<file path="config.mk">
export PLATFORM = sky130hd
export DESIGN_NAME = order_message_line_parser
export DESIGN_NICKNAME = d
export VERILOG_FILES = /design/src/rtl/olp_pkg.sv /design/src/rtl/olp_digit_acc.sv /design/src/rtl/order_message_line_parser.sv
export SDC_FILE = /design/constraint.sdc
export NUM_CORES = 2
export LEC_CHECK = 0
export BUFFER_PORTS_ARGS = -buffer_cell sky130_fd_sc_hd__buf_2
export CAP_MARGIN = 10
export CORE_ASPECT_RATIO = 1.75
export CORE_UTILIZATION = 30
export CTS_BUF_LIST = sky130_fd_sc_hd__clkbuf_4 sky130_fd_sc_hd__clkbuf_8
export CTS_CLUSTER_DIAMETER = 200
export CTS_CLUSTER_SIZE = 20
export DETAILED_ROUTE_END_ITERATION = 6
export PLACE_DENSITY = 0.51
export SYNTH_ARGS = -nofsm -noshare
export SYNTH_HDL_FRONTEND = slang
export SYNTH_SLANG_ARGS = --single-unit
</file>
<file path="constraint.sdc">
create_clock -name clk -period 27.9 [get_ports clk]
set_clock_uncertainty 0.2 [all_clocks]
set_input_delay 2.79 -clock clk [delete_from_list [all_inputs] [get_ports clk]]
set_output_delay 2.79 -clock clk [all_outputs]
set_load 0.02 [all_outputs]
</file>
<file path="src/rtl/olp_pkg.sv">
// Shared types, constants and parse helpers for the order message line parser.
// No dependencies; every rtl file imports this package.
package olp_pkg;

  localparam int SYMBOL_BYTES    = 8;
  localparam int FIELD_COUNT_CAP = 8;

  localparam logic [1:0] KIND_NEW    = 2'd0;
  localparam logic [1:0] KIND_CANCEL = 2'd1;
  localparam logic [1:0] KIND_REJECT = 2'd2;

  localparam logic [2:0] RSN_NONE     = 3'd0;
  localparam logic [2:0] RSN_UNKNOWN  = 3'd0;
  localparam logic [2:0] RSN_COUNT    = 3'd1;
  localparam logic [2:0] RSN_NONNUM   = 3'd2;
  localparam logic [2:0] RSN_RANGE    = 3'd3;
  localparam logic [2:0] RSN_SIDE     = 3'd4;
  localparam logic [2:0] RSN_TYPE     = 3'd5;
  localparam logic [2:0] RSN_PREC     = 3'd6;
  localparam logic [2:0] RSN_SYMLONG  = 3'd7;

  localparam logic [2:0] TOK_NEW    = 3'd0;
  localparam logic [2:0] TOK_CANCEL = 3'd1;
  localparam logic [2:0] TOK_BUY    = 3'd2;
  localparam logic [2:0] TOK_SELL   = 3'd3;
  localparam logic [2:0] TOK_MARKET = 3'd4;
  localparam logic [2:0] TOK_LIMIT  = 3'd5;

  // Match result codes: none, first or second token of a pair, or start
  localparam logic [1:0] MATCH_NONE   = 2'd0;
  localparam logic [1:0] MATCH_FIRST  = 2'd1;
  localparam logic [1:0] MATCH_SECOND = 2'd2;
  localparam logic [1:0] MATCH_START  = 2'd3;

  localparam logic [3:0] FIELD_HEAD   = 4'd0;
  localparam logic [3:0] FIELD_ID     = 4'd1;
  localparam logic [3:0] FIELD_SYMBOL = 4'd2;
  localparam logic [3:0] FIELD_SIDE   = 4'd3;
  localparam logic [3:0] FIELD_TYPE   = 4'd4;
  localparam logic [3:0] FIELD_QTY    = 4'd5;
  localparam logic [3:0] FIELD_PRICE  = 4'd6;

  localparam logic [7:0] CHAR_COMMA = 8'h2C;
  localparam logic [7:0] CHAR_DOT   = 8'h2E;
  localparam logic [7:0] CHAR_MINUS = 8'h2D;
  localparam logic [7:0] CHAR_ZERO  = 8'h30;
  localparam logic [7:0] CHAR_NINE  = 8'h39;

  localparam logic [63:0] I64_TOP      = 64'h7FFF_FFFF_FFFF_FFFF;
  localparam logic [63:0] PRICE_INT_MAX = I64_TOP / 64'd100;
  localparam logic [63:0] PRICE_DOT_MAX = I64_TOP / 64'd100 - 64'd100;

  typedef struct packed {
    logic stop;
    logic ovf;
    logic dig;
    logic neg;
  } num_flags_t;

  typedef struct packed {
    logic [3:0]       field_index;
    logic [1:0]       head_match;
    logic [1:0]       token_match;
    logic [63:0]      accum;
    num_flags_t       flags;
    logic [1:0]       frac_digits;
    logic [63:0]      saved_id;
    logic [63:0]      saved_qty;
    logic [63:0]      saved_price;
    logic [7:0][7:0]  symbols;
    logic [6:1][2:0]  errs;
    logic [3:0]       field_length;
    logic [3:0]       symbol_count;
    logic             dot_seen;
    logic             sell_seen;
    logic             limit_seen;
  } line_state_t;

  function automatic line_state_t line_clear();
    line_state_t s;
    s = '0;
    s.head_match  = MATCH_START;
    s.token_match = MATCH_START;
    return s;
  endfunction

  function automatic logic [3:0] tok_len(logic [2:0] t);
    logic [3:0] n;
    case (t)
      TOK_NEW:    n = 4'd3;
      TOK_CANCEL: n = 4'd6;
      TOK_BUY:    n = 4'd3;
      TOK_SELL:   n = 4'd4;
      TOK_MARKET: n = 4'd6;
      TOK_LIMIT:  n = 4'd5;
      default:    n = 4'd0;
    endcase
    return n;
  endfunction

  // Character at pos of token t; text is right-justified, first char highest
  function automatic logic [7:0] tok_char(logic [2:0] t, logic [3:0] pos);
    logic [47:0] txt;
    logic [3:0]  n;
    logic [2:0]  slot;
    case (t)
      TOK_NEW:    txt = 48'("NEW");
      TOK_CANCEL: txt = 48'("CANCEL");
      TOK_BUY:    txt = 48'("BUY");
      TOK_SELL:   txt = 48'("SELL");
      TOK_MARKET: txt = 48'("MARKET");
      TOK_LIMIT:  txt = 48'("LIMIT");
      default:    txt = '0;
    endcase
    n    = tok_len(t);
    slot = 3'(n - 4'd1 - pos);
    return (pos < n) ? txt[{slot, 3'b000} +: 8] : 8'h00;
  endfunction

  function automatic logic [1:0] match_step(logic [1:0] mask, logic [2:0] base,
                                            logic [3:0] len, logic [7:0] c);
    logic [1:0] res;
    logic [2:0] t;
    res = '0;
    for (int k = 0; k < 2; k++) begin
      t = base + 3'(k);
      if (mask[k] && (len < tok_len(t)) && (tok_char(t, len) == c)) res[k] = 1'b1;
    end
    return res;
  endfunction

  function automatic logic [1:0] match_end(logic [1:0] mask, logic [2:0] base,
                                           logic [3:0] len);
    logic [1:0] r;
    if (mask[0] && len == tok_len(base)) r = MATCH_FIRST;
    else if (mask[1] && len == tok_len(base + 3'd1)) r = MATCH_SECOND;
    else r = MATCH_NONE;
    return r;
  endfunction

  function automatic logic [2:0] num_eval(num_flags_t f, logic [63:0] acc, logic is_signed);
    logic [2:0] code;
    if (!f.dig) code = RSN_NONNUM;
    else if (f.ovf) code = RSN_RANGE;
    else if (is_signed && (acc > (f.neg ? I64_TOP + 64'd1 : I64_TOP))) code = RSN_RANGE;
    else if (f.stop) code = RSN_NONNUM;
    else code = RSN_NONE;
    return code;
  endfunction

  function automatic logic [63:0] num_value(num_flags_t f, logic [63:0] acc);
    return f.neg ? (64'd0 - acc) : acc;
  endfunction

  // Close the current field: evaluate it, then reset per-field state
  function automatic line_state_t field_finish(line_state_t s);
    line_state_t o;
    logic [2:0]  code;
    logic [1:0]  r;
    logic [63:0] v;
    o    = s;
    v    = num_value(s.flags, s.accum);
    code = '0;
    r    = '0;
    case (s.field_index)
      FIELD_HEAD: o.head_match = match_end(s.head_match, TOK_NEW, s.field_length);
      FIELD_ID, FIELD_QTY: begin
        code = num_eval(s.flags, s.accum, 1'b0);
        if (code != RSN_NONE) o.errs[s.field_index[2:0]] = code;
        else if (s.field_index == FIELD_ID) o.saved_id = v;
        else o.saved_qty = v;
      end
      FIELD_SYMBOL: begin
        o.symbol_count = s.field_length;
        if (s.field_length > 4'(SYMBOL_BYTES)) o.errs[2] = RSN_SYMLONG;
      end
      FIELD_SIDE: begin
        r = match_end(s.token_match, TOK_BUY, s.field_length);
        if (r == MATCH_NONE) o.errs[3] = RSN_SIDE;
        else o.sell_seen = (r == MATCH_SECOND);
      end
      FIELD_TYPE: begin
        r = match_end(s.token_match, TOK_MARKET, s.field_length);
        if (r == MATCH_NONE) o.errs[4] = RSN_TYPE;
        else o.limit_seen = (r == MATCH_SECOND);
      end
      FIELD_PRICE: begin
        if (s.errs[6] == RSN_NONE) begin
          code = num_eval(s.flags, s.accum, 1'b1);
          if (code != RSN_NONE) o.errs[6] = code;
          else if (!s.dot_seen) begin
            if (s.accum > PRICE_INT_MAX) o.errs[6] = RSN_RANGE;
            else o.saved_price = v * 64'd100;
          end else if (s.frac_digits > 2'd2) o.errs[6] = RSN_PREC;
          else if (s.frac_digits == 2'd1) o.saved_price = s.saved_price + v * 64'd10;
          else o.saved_price = s.saved_price + v;
        end
      end
      default: ;
    endcase
    o.field_length = '0;
    o.accum        = '0;
    o.flags        = '0;
    o.frac_digits  = '0;
    o.dot_seen     = 1'b0;
    o.token_match  = MATCH_START;
    return o;
  endfunction

endpackage

</file>
<file path="src/rtl/olp_digit_acc.sv">
// Decimal accumulator step: one character into a 64-bit value with overflow flag.
// Depends on olp_pkg.
module olp_digit_acc (
  input  logic [63:0]         accum,
  input  olp_pkg::num_flags_t flags,
  input  logic [7:0]          c,
  input  logic                may_sign,
  input  logic                first,
  output logic [63:0]         accum_next,
  output olp_pkg::num_flags_t flags_next
);
  import olp_pkg::*;

  logic [67:0] prod;
  logic [3:0]  d;

  assign d    = 4'(c - CHAR_ZERO);
  // accum*10 + d, wide enough to see a carry out of 64 bits
  assign prod = {1'b0, accum, 3'b000} + {3'b000, accum, 1'b0} + {64'd0, d};

  always_comb begin
    accum_next = accum;
    flags_next = flags;
    if (!flags.stop) begin
      if (c >= CHAR_ZERO && c <= CHAR_NINE) begin
        if (!flags.ovf) begin
          if (prod[67:64] != 4'd0) flags_next.ovf = 1'b1;
          else accum_next = prod[63:0];
        end
        flags_next.dig = 1'b1;
      end else if (may_sign && first && c == CHAR_MINUS) begin
        flags_next.neg = 1'b1;
      end else begin
        flags_next.stop = 1'b1;
      end
    end
  end

endmodule

</file>
<file path="src/rtl/order_message_line_parser.sv">
// Top level of the order message line parser: byte-wise field parse and line decision.
// Depends on olp_pkg and olp_digit_acc.
//
//  channel  signals                                   beat
//  -------  ----------------------------------------  ------------------------------
//  in       in_valid/in_ready, char_byte, last_byte,  one line character
//           session_id
//  out      out_valid/out_ready, kind, reason, ...,    one decision per line, issued
//           session_out                               after the beat with last_byte
//
// One byte is taken per cycle while in_ready is high; all per-byte work happens between the line state
// register and the result register, so throughput is one byte per clock unless in_ready drops.
// The decision for a line appears in the cycle after its last byte is accepted.
// in_ready drops only while a finished result waits and out_ready is low.
// rst clears the line state and the result valid flag.
module order_message_line_parser (
  input  logic        clk,
  input  logic        rst,
  input  logic        in_valid,
  output logic        in_ready,
  input  logic [7:0]  char_byte,
  input  logic        last_byte,
  input  logic [31:0] session_id,
  output logic        out_valid,
  input  logic        out_ready,
  output logic [1:0]  kind,
  output logic [2:0]  reason,
  output logic        id_known,
  output logic [63:0] order_id,
  output logic        side_sell,
  output logic        is_limit,
  output logic [63:0] quantity,
  output logic signed [63:0] price_cents,
  output logic [63:0] symbol_chars,
  output logic [3:0]  symbol_length,
  output logic [31:0] session_out
);
  import olp_pkg::*;

  line_state_t line_st, line_next;
  line_state_t after_byte, at_end;
  logic        accept;

  logic [63:0] acc_next;
  num_flags_t  flg_next;
  logic        acc_first;

  logic [1:0]  kind_next;
  logic [2:0]  reason_next;
  logic        id_known_next;
  logic [63:0] order_id_next;
  logic        side_next, limit_next;
  logic [63:0] qty_next, price_next, chars_next;
  logic [3:0]  symlen_next;
  logic [31:0] session_next;
  logic [4:0]  count;
  logic [2:0]  price_code;
  logic [63:0] price_v;

  // Hold in_ready while the result register is free or draining this cycle
  assign in_ready = !out_valid || out_ready;
  assign accept   = in_valid && in_ready;

  // Price fraction opens its own sign position after the dot
  assign acc_first = line_st.dot_seen ? (line_st.frac_digits == 2'd0)
                                      : (line_st.field_length == 4'd0);

  olp_digit_acc u_acc (
    .accum      (line_st.accum),
    .flags      (line_st.flags),
    .c          (char_byte),
    .may_sign   (line_st.field_index == FIELD_PRICE),
    .first      (acc_first),
    .accum_next (acc_next),
    .flags_next (flg_next)
  );

  assign price_code = num_eval(line_st.flags, line_st.accum, 1'b1);
  assign price_v    = num_value(line_st.flags, line_st.accum);

  // Advance the line state by one byte
  always_comb begin
    after_byte = line_st;
    if (char_byte == CHAR_COMMA) begin
      after_byte = field_finish(line_st);
      if (line_st.field_index < 4'(FIELD_COUNT_CAP))
        after_byte.field_index = line_st.field_index + 4'd1;
    end else begin
      case (line_st.field_index)
        FIELD_HEAD: after_byte.head_match =
          match_step(line_st.head_match, TOK_NEW, line_st.field_length, char_byte);
        FIELD_ID, FIELD_QTY: begin
          after_byte.accum = acc_next;
          after_byte.flags = flg_next;
        end
        FIELD_SYMBOL: begin
          if (line_st.field_length < 4'(SYMBOL_BYTES))
            after_byte.symbols[line_st.field_length[2:0]] = char_byte;
        end
        FIELD_SIDE: after_byte.token_match =
          match_step(line_st.token_match, TOK_BUY, line_st.field_length, char_byte);
        FIELD_TYPE: after_byte.token_match =
          match_step(line_st.token_match, TOK_MARKET, line_st.field_length, char_byte);
        FIELD_PRICE: begin
          if (char_byte == CHAR_DOT && !line_st.dot_seen) begin
            // Close the integer part and scale it to cents
            if (price_code != RSN_NONE)
              after_byte.errs[6] = line_st.errs[6] | price_code;
            else if (line_st.accum > PRICE_DOT_MAX)
              after_byte.errs[6] = line_st.errs[6] | RSN_RANGE;
            else
              after_byte.saved_price = price_v * 64'd100;
            after_byte.accum       = '0;
            after_byte.flags       = '0;
            after_byte.frac_digits = '0;
            after_byte.dot_seen    = 1'b1;
          end else begin
            after_byte.accum = acc_next;
            after_byte.flags = flg_next;
            if (line_st.dot_seen && line_st.frac_digits < 2'd3)
              after_byte.frac_digits = line_st.frac_digits + 2'd1;
          end
        end
        default: ;
      endcase
      if (line_st.field_length < 4'd15)
        after_byte.field_length = line_st.field_length + 4'd1;
    end
  end

  // The last byte also closes whatever field is open
  assign at_end = field_finish(after_byte);
  assign count  = {1'b0, at_end.field_index} + 5'd1;

  // Decide the line outcome in the fixed check order
  always_comb begin
    kind_next     = KIND_REJECT;
    reason_next   = RSN_NONE;
    id_known_next = 1'b0;
    order_id_next = '0;
    side_next     = 1'b0;
    limit_next    = 1'b0;
    qty_next      = '0;
    price_next    = '0;
    chars_next    = '0;
    symlen_next   = '0;
    session_next  = '0;
    if (at_end.head_match == MATCH_SECOND) begin
      if (count < 5'd2) reason_next = RSN_COUNT;
      else if (at_end.errs[1] != RSN_NONE) reason_next = at_end.errs[1];
      else if (count != 5'd2) begin
        reason_next   = RSN_COUNT;
        id_known_next = 1'b1;
        order_id_next = at_end.saved_id;
      end else begin
        kind_next     = KIND_CANCEL;
        id_known_next = 1'b1;
        order_id_next = at_end.saved_id;
        session_next  = session_id;
      end
    end else if (at_end.head_match != MATCH_FIRST) begin
      reason_next = RSN_UNKNOWN;
    end else if (count < 5'd2) begin
      reason_next = RSN_COUNT;
    end else if (at_end.errs[1] != RSN_NONE) begin
      reason_next = at_end.errs[1];
    end else begin
      id_known_next = 1'b1;
      order_id_next = at_end.saved_id;
      if (count < 5'd5) reason_next = RSN_COUNT;
      else if (at_end.errs[2] != RSN_NONE) reason_next = at_end.errs[2];
      else if (at_end.errs[4] != RSN_NONE) reason_next = at_end.errs[4];
      else if (count != (at_end.limit_seen ? 5'd7 : 5'd6)) reason_next = RSN_COUNT;
      else if (at_end.errs[3] != RSN_NONE) reason_next = at_end.errs[3];
      else if (at_end.errs[5] != RSN_NONE) reason_next = at_end.errs[5];
      else if (at_end.limit_seen && at_end.errs[6] != RSN_NONE)
        reason_next = at_end.errs[6];
      else begin
        kind_next    = KIND_NEW;
        side_next    = at_end.sell_seen;
        limit_next   = at_end.limit_seen;
        qty_next     = at_end.saved_qty;
        price_next   = at_end.limit_seen ? at_end.saved_price : 64'd0;
        chars_next   = at_end.symbols;
        symlen_next  = at_end.symbol_count;
        session_next = session_id;
      end
    end
  end

  // Drop all line state after the last byte
  assign line_next = last_byte ? line_clear() : after_byte;

  always_ff @(posedge clk) begin
    if (rst) begin
      line_st <= line_clear();
    end else if (accept) begin
      line_st <= line_next;
    end
  end

  always_ff @(posedge clk) begin
    if (rst) begin
      out_valid <= 1'b0;
    end else if (accept && last_byte) begin
      out_valid <= 1'b1;
    end else if (out_ready) begin
      out_valid <= 1'b0;
    end
  end

  // Result payload; loaded only when a line completes
  always_ff @(posedge clk) begin
    if (accept && last_byte) begin
      kind          <= kind_next;
      reason        <= reason_next;
      id_known      <= id_known_next;
      order_id      <= order_id_next;
      side_sell     <= side_next;
      is_limit      <= limit_next;
      quantity      <= qty_next;
      price_cents   <= price_next;
      symbol_chars  <= chars_next;
      symbol_length <= symlen_next;
      session_out   <= session_next;
    end
  end

endmodule
</file>
==> impl_metrics.py <==
metrics = {
    "grt": {
        "grt_overflow": 0,
        "grt_pass1_wl_mm": 510,
        "grt_pass1_vias": 76676,
        "grt_start_max_net_pins": 133,
        "number_of_antenna_violations_at_the_first_check_in_global_routing": 8,
        "grt_util_all_layers": 0.269,
    },
    "synthesis": {
        "synthAdderAreaFrac": 0.215,
        "synth_compound_area_frac": 0.269,
        "synth.top_cells.by_count": "sky130_fd_sc_hd__nor2_1, sky130_fd_sc_hd__ha_1, sky130_fd_sc_hd__a21oi_1",
        "synthSimpleGateAreaFrac": 0.181,
        "async_reset_ff_frac": 0,
        "synthMostInstantiatedCell": "sky130_fd_sc_hd__nor2_1",
        "synth_top_cell_by_area": "sky130_fd_sc_hd__ha_1",
        "synth-main-ff-cell": "sky130_fd_sc_hd__dfxtp_1",
        "synthDistinctLibCells": 119,
        "mappedNetlistArea_um2": 76100,
        "synth-xor-area-share": 0.0728,
        "synth_top_family_by_area": "compound AO/OA/AOI/OAI gates",
        "synth_top_area_share": 0.183,
        "syn-mean-instance-area_um2": 8.06,
        "synth.mux.area_fraction": 0.00893,
        "synthCells": 9432,
        "synth_seq_cells": 664,
        "synth_seq_area_share": 0.214,
        "yosysWarningCount": 0,
        "postSynthNetCount": 10711,
        "synth_top_cells_by_area": "sky130_fd_sc_hd__ha_1, sky130_fd_sc_hd__edfxtp_1, sky130_fd_sc_hd__dfxtp_1, sky130_fd_sc_hd__nor2_1, sky130_fd_sc_hd__a21oi_1",
        "synth_enable_flop_cells": 300,
    },
    "die": {
        "die_span_y_um": 668,
        "top_level_ports": 347,
        "die_area_um2": 256000,
        "width_of_the_die_um": 383,
        "num_rows": 244,
        "floorplan.core_area_um2": 252000,
        "start_util": 0.302,
    },
    "detailed_routing": {
        "wire_length_on_met3_mm": 16.9,
        "initialDrtViolationCount": 5989,
        "wl_mm": 358,
        "routed-via-count": 76143,
        "detail_route.vias_per_cell": 5.87,
        "route.top_layer_used": "met5",
        "detail-route-antenna-nets": 0,
        "wire_per_inst_um": 27.6,
        "drc": 176,
        "met2_wl_mm": 180,
        "first_pass_iters": 7,
        "route.layer.met1.wl_mm": 131,
    },
    "timing": {
        "final_hold_viol_count": 0,
        "slew_viol_final": 0,
        "setup_viol": 0,
        "final_min_period_over_clock_period": 0.687,
        "worst-slew-pin-transition_ns": 1.32,
        "setup-tns-final_ns": 0,
        "worst_slew_margin_rel": 0.112,
        "achievable-frequency_mhz": 52.2,
        "crit_path_time_final_ns": 19.16,
        "rsz0062_at_grt": "no",
    },
    "setup_path": {
        "setup.worst_path.start_class": "primary input",
        "worst_path_most_repeated_cell": "sky130_fd_sc_hd__inv_1",
        "worst_setup_path_end_kind": "flip-flop",
        "ff2ff_setup_slack_ns": 10.73,
        "worst_path_max_delay_cell": "sky130_fd_sc_hd__nor3_4",
        "worstPathRequired_ns": 28.30,
        "crit_path_max_incr_delay_ns": 0.78,
        "worstPathArrival_ns": 19.56,
        "critPathMaxFanout": 22,
        "crit_type": "primary input to flip-flop",
    },
    "final_layout": {
        "stdcell_count": 12973,
        "areaGrowthSynthToFinish_pct": 9.13,
        "drive_gt1_frac": 0.0883,
        "final_net_count": 10902,
        "postLayoutCoreUtil": 0.329,
    },
    "clock_network": {
        "cts_setup_buffers": 0,
        "cts_hold_buf": 0,
        "clkSinkCount": 664,
        "max_clock_buf_depth": 3,
        "cts_made_buffers": 39,
        "buffer_type_at_the_clock_tree_root": "sky130_fd_sc_hd__clkbuf_8",
        "cts_resized": 0,
        "clock_tree_from_tritoncts": "done",
        "htree_num_levels": 2,
        "clock_latency_ns": 0.94,
        "cts.clk_slew.worst_paths_ns": 0.18,
    },
    "placed_design": {
        "detailed_place_hpwl_mm": 284,
        "inst_count_dp": 12903,
        "finalWeightedCongestion": 0.995,
        "portBuffers": 346,
    },
    "status": {
        "violations_in_the_final_reports": "DRC",
        "status": "complete, but fails checks",
    },
    "job": {
        "maxCapViolCount": 0,
    },
    "power": {
        "vdd_ir_drop_max_v": 0.0000334,
        "p_leak_nw": 38.5,
        "power_density_over_the_cells_nw_per_um2": 20.8,
        "report.power.total_mw": 1.72,
    },
    "min_path": {
        "hold_path_class": "flip-flop to flip-flop",
    },
}
-- layer usage --
layer | track usage | vias to the layer above
met1 | 0.286 | 37210
met5 | 0 | -
li1 | - | 35210
met3 | 0.0239 | 898
met4 | 0.195 | 2
met2 | 0.494 | 2823
-- worst max-delay path: cells and delay by family --
kind	cells	cell delay, ns
compound gates	31	7.78
simple gates	7	2.51
fa+ha+maj	6	2.48
buf+inv	8	2.37
xor+xnor	3	1.08
mux	1	0.46
-- sequential cells by signal, indices dropped and copies added, names as in the netlist, 2 cells and up --
signal and cells:
symbol_length 4, session_out 32, order_id 64, reason 3, line_st 363, quantity 64
kind 2, symbol_chars 64, price_cents 64
-- cell type report --
type                       instances  area, um2
sequential                       664      16300
multi-input combinational       7992      57000
inverter                         346       1310
tap                             3321       4160
clock inverter                     5       38.8
timing repair buffer             580       3510
antenna                            2       5.00
clock buffer                      63        723
fill                           27003     169000
-- logic make-up (layout without fill, tap and decap cells) --
group,Yosys count,in the layout
DFF,664,664
adders and majority gates,1234,1234
and+or+nand+nor,2945,2945
xor gates and xnor gates,630,630
buffers and inverters,776,994
AOI/OAI and AO/OA,3117,3117
muxes,66,66
other,0,2
-- per-stage QoR --
stage / setup slack, ns / cell area [um2] / hold slack [ns]
2_1_floorplan: 13.23 / 76100 / 0.232
3_3_place_gp: 8.19 / 82200 / 0.238
3_5_place_dp: 8.12 / 82200 / 0.252
4_1_cts: 9.05 / 83000 / 0.272
5_1_grt: 8.04 / 83000 / 0.291
6_report: 8.74 / 83000 / 0.270
-- final timing paths --
check                                               start                             to  cells after the start
worst max-delay path                         char_byte[3]  price_cents[63]$_SDFFCE_PP0P_                     56
worst min-delay path            line_st[220]$_SDFFE_PP0P_      line_st[220]$_SDFFE_PP0P_                      2
worst max register to register  line_st[291]$_SDFFE_PP0P_  price_cents[63]$_SDFFCE_PP0P_                     56
worst min register to register  line_st[220]$_SDFFE_PP0P_      line_st[220]$_SDFFE_PP0P_                      2
-- power breakdown --
part           switching, mW  leakage, nW  internal (mW)
logic                 0.0957         32.5         0.0239
registers            0.00677         5.68           1.03
clock network          0.399        0.411          0.167
total                  0.501         38.5           1.22
-- layout by cell type, fill, tap and decap left out, types with 100 or more instances in the layout --
| cell type | instances |
|---|---|
| sky130_fd_sc_hd__a211oi_1 | 206 |
| sky130_fd_sc_hd__a21o_1 | 330 |
| sky130_fd_sc_hd__a21oi_1 | 860 |
| sky130_fd_sc_hd__a22oi_1 | 389 |
| sky130_fd_sc_hd__buf_2 | 345 |
| sky130_fd_sc_hd__buf_4 | 232 |
| sky130_fd_sc_hd__dfxtp_1 | 363 |
| sky130_fd_sc_hd__edfxtp_1 | 300 |
| sky130_fd_sc_hd__fa_1 | 120 |
| sky130_fd_sc_hd__ha_1 | 1113 |
| sky130_fd_sc_hd__inv_1 | 332 |
| sky130_fd_sc_hd__nand2_1 | 660 |
| sky130_fd_sc_hd__nand2b_1 | 128 |
| sky130_fd_sc_hd__nand3_1 | 172 |
| sky130_fd_sc_hd__nand4_1 | 100 |
| sky130_fd_sc_hd__nor2_1 | 1177 |
| sky130_fd_sc_hd__nor2b_1 | 103 |
| sky130_fd_sc_hd__nor3_1 | 141 |
| sky130_fd_sc_hd__o21ai_0 | 468 |
| sky130_fd_sc_hd__xnor2_1 | 401 |
| sky130_fd_sc_hd__xor2_1 | 225 |
No activity file was read; power rests on OpenSTA's default activity.
